==> config.mk <==
export PLATFORM = sky130hd
export DESIGN_NAME = ats_frame_sync_deframer_flat
export DESIGN_NICKNAME = d
export VERILOG_FILES = /design/src/rtl/core/atsfs_pkg.sv /design/src/rtl/core/atsfs_if.sv /design/src/rtl/core/ats_frame_sync_deframer.sv /design/src/flat_wrapper.sv
export SDC_FILE = /design/constraint.sdc
export NUM_CORES = 1
export LEC_CHECK = 0
export BUFFER_PORTS_ARGS = -buffer_cell sky130_fd_sc_hd__buf_2
export CELL_PAD_IN_SITES_DETAIL_PLACEMENT = 1
export CELL_PAD_IN_SITES_GLOBAL_PLACEMENT = 1
export CORE_AREA = 2 2 112 168
export CTS_CLUSTER_SIZE = 30
export DETAILED_ROUTE_END_ITERATION = 6
export DIE_AREA = 0 0 114 170
export GPL_ROUTABILITY_DRIVEN = 0
export HOLD_SLACK_MARGIN = 0.05
export PLACE_DENSITY = 0.64
export SLEW_MARGIN = 20
export SYNTH_ARGS = -nofsm -noshare
export SYNTH_HDL_FRONTEND = slang
export SYNTH_SLANG_ARGS = --single-unit
export TNS_END_PERCENT = 1
==> constraint.sdc <==
create_clock -name clk -period 3.4 [get_ports clk]
set_clock_uncertainty 0.05 [all_clocks]
set_input_delay 0 -clock clk [delete_from_list [all_inputs] [get_ports clk]]
set_output_delay 0 -clock clk [all_outputs]
set_load 0.02 [all_outputs]
==> src/rtl/core/atsfs_pkg.sv <==
`timescale 1ns / 1ps
// Shared types, constants and a helper function for the ATS frame synchronizer.
package atsfs_pkg;

  localparam int HEADER_BYTES = 8;
  localparam int WINDOW_W     = HEADER_BYTES * 8;
  localparam int LEN_W        = 14;

  localparam logic [15:0] RATE_32K = 16'd32000;
  localparam logic [15:0] RATE_44K = 16'd44100;
  localparam logic [15:0] RATE_48K = 16'd48000;

  localparam logic [2:0] RATE_IDX_32K = 3'd0;
  localparam logic [2:0] RATE_IDX_44K = 3'd1;
  localparam logic [2:0] RATE_IDX_48K = 3'd2;

  typedef struct packed {
    logic [7:0]       out_byte;
    logic             header_found;
    logic             frame_last;
    logic             in_frame;
    logic [15:0]      sample_rate_hz;
    logic [2:0]       channel_config;
    logic [LEN_W-1:0] frame_bytes;
  } result_t;

  function automatic logic [15:0] rate_hz(input logic [2:0] idx);
    logic [15:0] r;
    case (idx)
      RATE_IDX_32K: r = RATE_32K;
      RATE_IDX_44K: r = RATE_44K;
      RATE_IDX_48K: r = RATE_48K;
      default:      r = 16'd0;
    endcase
    return r;
  endfunction

endpackage

==> src/rtl/core/atsfs_if.sv <==
`timescale 1ns / 1ps
// Valid/ready stream interfaces for the byte input and the result output.
interface atsfs_in_if;
  logic       valid;
  logic       ready;
  logic [7:0] data_byte;

  modport source (output valid, output data_byte, input ready);
  modport sink   (input valid, input data_byte, output ready);
endinterface

interface atsfs_out_if;
  logic        valid;
  logic        ready;
  logic [7:0]  out_byte;
  logic        header_found;
  logic        frame_last;
  logic        in_frame;
  logic [15:0] sample_rate_hz;
  logic [2:0]  channel_config;
  logic [13:0] frame_bytes;

  modport source (output valid, output out_byte, output header_found, output frame_last,
                  output in_frame, output sample_rate_hz, output channel_config,
                  output frame_bytes, input ready);
  modport sink   (input valid, input out_byte, input header_found, input frame_last,
                  input in_frame, input sample_rate_hz, input channel_config,
                  input frame_bytes, output ready);
endinterface

==> src/rtl/core/ats_frame_sync_deframer.sv <==
`timescale 1ns / 1ps
// ATS frame synchronizer: finds frame headers in a byte stream and tracks frame ends.
//
// Usage: bytes enter on in_ch and leave, one result item per byte, on out_ch.
// While searching, each byte shifts into an 8-byte header window; a header is
// found when the top 16 bits match the sync word written on cfg_we/cfg_wdata
// and the rate and channel indexes are legal. The result item that completes
// the header carries the sample rate, channel configuration and frame length.
// The following bytes are counted and the last byte of the frame is flagged,
// after which the window is cleared and searching resumes.
// Each result is registered in the output register, or in the skid register on
// a stall; one item is taken every cycle while out_ch does not stall. The header
// compare and byte counter each fit between the state and output registers.
// Reset clears the window, the lock flag, the counter and the sync word.
// When the receiver stalls, one more item is held in a skid register, after
// which in_ch.ready drops until the output drains.
module ats_frame_sync_deframer (
  input  logic              clk,
  input  logic              rst,
  input  logic              cfg_we,
  input  logic [15:0]       cfg_wdata,
  atsfs_in_if.sink          in_ch,
  atsfs_out_if.source       out_ch
);

  logic [15:0]                    sync_pattern;
  logic [atsfs_pkg::WINDOW_W-1:0] header_window;
  logic [atsfs_pkg::WINDOW_W-1:0] header_window_next;
  logic                           locked;
  logic                           locked_next;
  logic [atsfs_pkg::LEN_W-1:0]    bytes_left;
  logic [atsfs_pkg::LEN_W-1:0]    bytes_left_next;

  atsfs_pkg::result_t res;
  atsfs_pkg::result_t out_data;
  atsfs_pkg::result_t skid_data;
  logic               out_valid;
  logic               skid_valid;

  logic [atsfs_pkg::WINDOW_W-1:0] shifted;
  logic [2:0]                     ridx;
  logic [2:0]                     cidx;
  logic [9:0]                     lfld;
  logic                           match;
  logic                           in_fire;
  logic                           out_fire;

  assign in_fire  = in_ch.valid && in_ch.ready;
  assign out_fire = out_valid && out_ch.ready;

  assign shifted = {header_window[atsfs_pkg::WINDOW_W-9:0], in_ch.data_byte};
  assign ridx    = shifted[47:45];
  assign cidx    = shifted[44:42];
  assign lfld    = shifted[41:32];
  assign match   = (shifted[63:48] == sync_pattern) && (ridx < 3'd3) && (cidx != 3'd0);

  always_comb begin
    header_window_next = header_window;
    locked_next        = locked;
    bytes_left_next    = bytes_left;
    res                = '0;
    res.out_byte       = in_ch.data_byte;
    if (!locked) begin
      header_window_next = shifted;
      if (match) begin
        res.header_found   = 1'b1;
        res.sample_rate_hz = atsfs_pkg::rate_hz(ridx);
        res.channel_config = cidx;
        // (L+1)*8 + 8 bytes in total; (L+1)*8 of them follow the header.
        res.frame_bytes    = {1'b0, lfld, 3'b000} + 14'd16;
        locked_next        = 1'b1;
        bytes_left_next    = {1'b0, lfld, 3'b000} + 14'd8;
      end
    end else begin
      res.in_frame = 1'b1;
      if (bytes_left <= 14'd1) begin
        res.frame_last     = 1'b1;
        locked_next        = 1'b0;
        bytes_left_next    = '0;
        header_window_next = '0;
      end else begin
        bytes_left_next = bytes_left - 14'd1;
      end
    end
  end

  always_ff @(posedge clk) begin
    if (rst) begin
      sync_pattern  <= '0;
      header_window <= '0;
      locked        <= 1'b0;
      bytes_left    <= '0;
    end else begin
      if (cfg_we) begin
        sync_pattern <= cfg_wdata;
      end
      if (in_fire) begin
        header_window <= header_window_next;
        locked        <= locked_next;
        bytes_left    <= bytes_left_next;
      end
    end
  end

  // Output register with a one-entry skid stage behind it.
  always_ff @(posedge clk) begin
    if (rst) begin
      out_valid  <= 1'b0;
      skid_valid <= 1'b0;
    end else if (!out_valid || out_ch.ready) begin
      out_valid  <= skid_valid || in_fire;
      skid_valid <= 1'b0;
    end else if (in_fire) begin
      skid_valid <= 1'b1;
    end
  end

  always_ff @(posedge clk) begin
    if (!out_valid || out_ch.ready) begin
      out_data <= skid_valid ? skid_data : res;
    end else if (in_fire) begin
      skid_data <= res;
    end
  end

  assign in_ch.ready           = !skid_valid;
  assign out_ch.valid          = out_valid;
  assign out_ch.out_byte       = out_data.out_byte;
  assign out_ch.header_found   = out_data.header_found;
  assign out_ch.frame_last     = out_data.frame_last;
  assign out_ch.in_frame       = out_data.in_frame;
  assign out_ch.sample_rate_hz = out_data.sample_rate_hz;
  assign out_ch.channel_config = out_data.channel_config;
  assign out_ch.frame_bytes    = out_data.frame_bytes;

  a_found_not_inside: assert property (@(posedge clk) disable iff (rst)
    out_valid |-> !(out_data.header_found && (out_data.in_frame || out_data.frame_last)))
    else $error("header item flagged as frame body");

  a_lock_after_header: assert property (@(posedge clk) disable iff (rst)
    (in_fire && res.header_found) |=> locked)
    else $error("header found but not locked");

  a_unlocked_count_zero: assert property (@(posedge clk) disable iff (rst)
    !locked |-> (bytes_left == '0))
    else $error("byte counter nonzero while searching");

  a_skid_behind_out: assert property (@(posedge clk) disable iff (rst)
    skid_valid |-> out_valid)
    else $error("skid entry without output entry");

  a_no_drop_on_stall: assert property (@(posedge clk) disable iff (rst)
    (out_valid && !out_ch.ready && in_fire) |=> (skid_valid && out_valid))
    else $error("item lost while output stalled");

endmodule
==> src/flat_wrapper.sv <==
// flat-port wrapper written by rule: the top's interface ports become plain ports
module ats_frame_sync_deframer_flat 
  (clk, rst, cfg_we, cfg_wdata, in_ch_valid, in_ch_data_byte, in_ch_ready, out_ch_valid, out_ch_out_byte, out_ch_header_found, out_ch_frame_last, out_ch_in_frame, out_ch_sample_rate_hz, out_ch_channel_config, out_ch_frame_bytes, out_ch_ready);
  atsfs_in_if in_ch_i ();
  atsfs_out_if out_ch_i ();
  input  logic clk;
  input  logic rst;
  input  logic cfg_we;
  input  logic [15:0] cfg_wdata;
  input wire logic [$bits(in_ch_i.valid)-1:0] in_ch_valid;
  input wire logic [$bits(in_ch_i.data_byte)-1:0] in_ch_data_byte;
  output wire logic [$bits(in_ch_i.ready)-1:0] in_ch_ready;
  output wire logic [$bits(out_ch_i.valid)-1:0] out_ch_valid;
  output wire logic [$bits(out_ch_i.out_byte)-1:0] out_ch_out_byte;
  output wire logic [$bits(out_ch_i.header_found)-1:0] out_ch_header_found;
  output wire logic [$bits(out_ch_i.frame_last)-1:0] out_ch_frame_last;
  output wire logic [$bits(out_ch_i.in_frame)-1:0] out_ch_in_frame;
  output wire logic [$bits(out_ch_i.sample_rate_hz)-1:0] out_ch_sample_rate_hz;
  output wire logic [$bits(out_ch_i.channel_config)-1:0] out_ch_channel_config;
  output wire logic [$bits(out_ch_i.frame_bytes)-1:0] out_ch_frame_bytes;
  input wire logic [$bits(out_ch_i.ready)-1:0] out_ch_ready;
  assign in_ch_i.valid = in_ch_valid;
  assign in_ch_i.data_byte = in_ch_data_byte;
  assign in_ch_ready = in_ch_i.ready;
  assign out_ch_valid = out_ch_i.valid;
  assign out_ch_out_byte = out_ch_i.out_byte;
  assign out_ch_header_found = out_ch_i.header_found;
  assign out_ch_frame_last = out_ch_i.frame_last;
  assign out_ch_in_frame = out_ch_i.in_frame;
  assign out_ch_sample_rate_hz = out_ch_i.sample_rate_hz;
  assign out_ch_channel_config = out_ch_i.channel_config;
  assign out_ch_frame_bytes = out_ch_i.frame_bytes;
  assign out_ch_i.ready = out_ch_ready;
  ats_frame_sync_deframer u_core (.clk(clk), .rst(rst), .cfg_we(cfg_we), .cfg_wdata(cfg_wdata), .in_ch(in_ch_i), .out_ch(out_ch_i));
endmodule
==> results.sh <==
export IMPL_hold_path_depth=3
export IMPL_m1WireLength_mm=6.91
export IMPL_ioPinCount=75
export IMPL_rows=60
export IMPL_portBuffers=66
export IMPL_grt_max_degree=57
export IMPL_core_area_sq_mm=0.0179
export IMPL_synth_cell_type_count=64
export IMPL_ys_warn_count=0
export IMPL_r2r_end="u_core.header_window[30]"
export IMPL_drive_above_1_share=0.201
export IMPL_max_clock_path_buffers=2
export IMPL_final_common_cell="nor2_1"
export IMPL_async_flop_share=0
export IMPL_seq_area_sq_mm=0.00370
export IMPL_clkLatencyLatePin_ns=0.42
export IMPL_cpLargestDelayFamily="compound AO/OA/AOI/OAI gates"
export IMPL_syn_inst=632
export IMPL_timing_rr_start="u_core.bytes_left[0]"
export IMPL_final_cell_mix="107 x nor2_1, 88 x dfxtp_1, 66 x buf_2"
export IMPL_path_clk_slew_ns=0.07
export IMPL_antenna_cells=0
export IMPL_rrSetupSlack_ns=1.02
export IMPL_outcome="complete, no violations"
export IMPL_path_buf_inv=2
export IMPL_totalNegativeSetupSlack_ns=0
export IMPL_fmax_mhz=420
export IMPL_cpMaxStageDelayCell="buf_4"
export IMPL_power_density_mw_per_mm2=508
export IMPL_post_route_min_period_ns=2.38
export IMPL_worstPathArrival_ns=2.67
export IMPL_crit_chain="inv_1, ha_1, o21ai_2, o21ai_4, nand2_2, buf_4, a22oi_1, nor2_1"
export IMPL_ff2ff_path_depth=8
export IMPL_crit_path_start_kind="flip-flop"
export IMPL_synthesis_area_sq_mm=0.00667
export IMPL_initial_core_util=0.373
export IMPL_synthFlopType="dfxtp_1"
export IMPL_worstSetupEndpointType="flip-flop"
export IMPL_cts_setup_buffers=0
export IMPL_tightestPinTransition_ns=0.695
export IMPL_grt_first_pass_wirelength_mm=25.9
export IMPL_hold_viol_final=0
export IMPL_htreeDepth=4
export IMPL_max_stage_delay_ns=0.46
export IMPL_min_path_type="in2reg"
export IMPL_route_top_layer_used="met4"
export IMPL_grt_overflow=0
export IMPL_hold_end="u_core.sync_pattern[2]"
export IMPL_firstDrtPassIters=5
export IMPL_setup_violations=0
export IMPL_die_w_microns=114
export IMPL_wl_met3_microns=343
export IMPL_routed_wl_mm=15.8
export IMPL_grtUsageTotal=0.170
export IMPL_cts_root_buf="clkbuf_16"
export IMPL_antenna_found_initial=0
export IMPL_leakage_nw=2.98
export IMPL_dp_hpwl_mm=10.8
export IMPL_min_from="cfg_we"
export IMPL_min_period_over_period=0.700
export IMPL_clock_sinks=153
export IMPL_worstPathRequired_ns=3.69
export IMPL_postRouteAntennaNets=0
export IMPL_grt_pass1_vias=4956
export IMPL_dr_total_vias=4796
export IMPL_cp_max_fo=56
export IMPL_rsz0062_at_grt="false"
export IMPL_multiInputGateArea_sq_mm=0.00262
export IMPL_cts_buffers=17
export IMPL_hold_slack_ns=0.0665
export IMPL_ys_seq_elements=153
export IMPL_die_h_microns=170
export IMPL_drt_iter0_drc=206
export IMPL_layout_nets=735
export IMPL_final_max_slew_violation_count=0
export IMPL_relSlewSlack=0.536
export IMPL_path_class="reg2reg"
export IMPL_synth_seq_area_share=0.555
export IMPL_cts_tree="yes"
export IMPL_die_area_sq_mm=0.0194
export IMPL_area_growth_pct=18.0
export IMPL_maxCapViolCount=0
export IMPL_synth_edf_count=64
export IMPL_routedWlPerCell_microns=17.0
export IMPL_drt_vias_per_instance=5.15
export IMPL_syn_area_per_cell_sq_um=10.6
export IMPL_peakVddDrop_mv=0.244
export IMPL_fill_cells=1999
export IMPL_remaining_drc_errors=0
export IMPL_wl_met2_mm=8.34
kinds of logic (layout without fill, tap and decap cells):
| logic type | after synthesis | in the layout | synth area share |
|---|---|---|---|
| AOI/OAI and AO/OA | 127 | 127 | 0.140 |
| muxes | 29 | 29 | 0.0456 |
| DFF | 153 | 153 | 0.555 |
| adders and majority gates | 4 | 4 | 0.00750 |
| and+or+nand+nor | 211 | 211 | 0.149 |
| buffers and inverters | 73 | 149 | 0.0572 |
| other | 1 | 8 | 0.000562 |
| xor gates and xnor gates | 34 | 34 | 0.0447 |
state kept, by name (all words and copies together) (netlist names):
signal,count
u_core.out_ch.frame_last,1
u_core.header_window,56
u_core.out_ch.frame_bytes,11
u_core.out_ch.channel_config,3
u_core.skid_valid,1
u_core.skid_data,32
u_core.out_ch.sample_rate_hz,7
u_core.sync_pattern,16
u_core.out_ch.out_byte,8
u_core.locked,1
u_core.out_ch.valid,1
u_core.out_ch.in_frame,1
u_core.bytes_left,14
u_core.out_ch.header_found,1
metal layers:
metal / vias to the layer above / GRT usage
met1: 2340 / 0.206
met5: - / 0
met4: 0 / 0.0673
met3: 10 / 0.0231
met2: 76 / 0.302
li1: 2370 / -
worst register-to-register path: cells and delay by family, from the launching register on:
family | cells | cell delay [ns]
compound gates | 3 | 0.76
buf+inv | 2 | 0.53
flops | 1 | 0.41
fa+ha+maj | 1 | 0.32
simple gates | 2 | 0.23
synthesized netlist by cell type (4+ instances only):
cell type / instances / share of area
nor2_1: 109 / 0.061
dfxtp_1: 89 / 0.27
edfxtp_1: 64 / 0.29
a22oi_1: 56 / 0.063
nand2_1: 40 / 0.023
clkbuf_1: 28 / 0.016
xnor2_1: 22 / 0.029
mux2i_1: 18 / 0.027
a21oi_1: 16 / 0.012
buf_4: 13 / 0.015
o31ai_1: 12 / 0.014
xor2_1: 12 / 0.016
buf_2: 11 / 0.0083
inv_1: 11 / 0.0062
mux2_2: 11 / 0.019
nand3_1: 11 / 0.0083
o21ai_0: 11 / 0.0083
nand4_1: 7 / 0.0066
nor3_1: 7 / 0.0053
buf_6: 6 / 0.010
o31ai_2: 6 / 0.011
o21ai_1: 5 / 0.0038
and2_1: 4 / 0.0038
and3_1: 4 / 0.0038
ha_1: 4 / 0.0075
layout make-up:
cell class | instances | area share
Tap cell | 217 | 0.0345
Timing Repair Buffer | 105 | 0.0874
Multi-Input combinational cell | 413 | 0.333
Clock buffer | 17 | 0.0540
Inverter | 12 | 0.00572
Sequential cell | 153 | 0.471
Clock inverter | 15 | 0.0148
metrics by stage:
step / util / setup WS (ns) / total power, W / cells / cell area [sq um]
final: 0.441 / 1.02 / 0.00400 / 932 / 7870
after global routing: 0.441 / 0.766 / 0.00416 / 932 / 7870
after CTS: 0.441 / 1.03 / 0.00405 / 932 / 7870
after detailed placement: 0.396 / 1.07 / 0.00228 / 874 / 7070
after global placement: 0.396 / 1.16 / 0.00227 / 874 / 7070
after floorplan: - / 0.216 / 0.00221 / 639 / 6700
report_power, final:
part / leakage, nW / internal, W / total (W) / switching, W
clock network: 0.257 / 0.000947 / 0.00174 / 0.000795
registers: 1.36 / 0.00197 / 0.00199 / 0.0000252
logic: 1.37 / 0.0000990 / 0.000265 / 0.000166
total: 2.98 / 0.00301 / 0.00400 / 0.000986
worst max path at each step:
stage | start | end | slack (ns) | depth (start not counted)
2_1_floorplan | u_core.out_ch.valid | u_core.skid_data[10] | 0.22 | 2
3_3_place_gp | u_core.header_window[38] | u_core.out_ch.sample_rate_hz[9] | 1.16 | 7
3_5_place_dp | u_core.bytes_left[0] | u_core.header_window[30] | 1.07 | 8
4_1_cts | u_core.bytes_left[0] | u_core.header_window[30] | 1.03 | 8
5_1_grt | u_core.bytes_left[0] | u_core.header_window[5] | 0.77 | 8
6_report | u_core.bytes_left[0] | u_core.header_window[30] | 1.02 | 8
what timing repair did:
item                      in CTS  in global routing
resized for setup              0                  0
hold buffers                  26                  0
hold endpoints to repair      46                  0
Note: power is estimated with default switching activity, not from simulation.
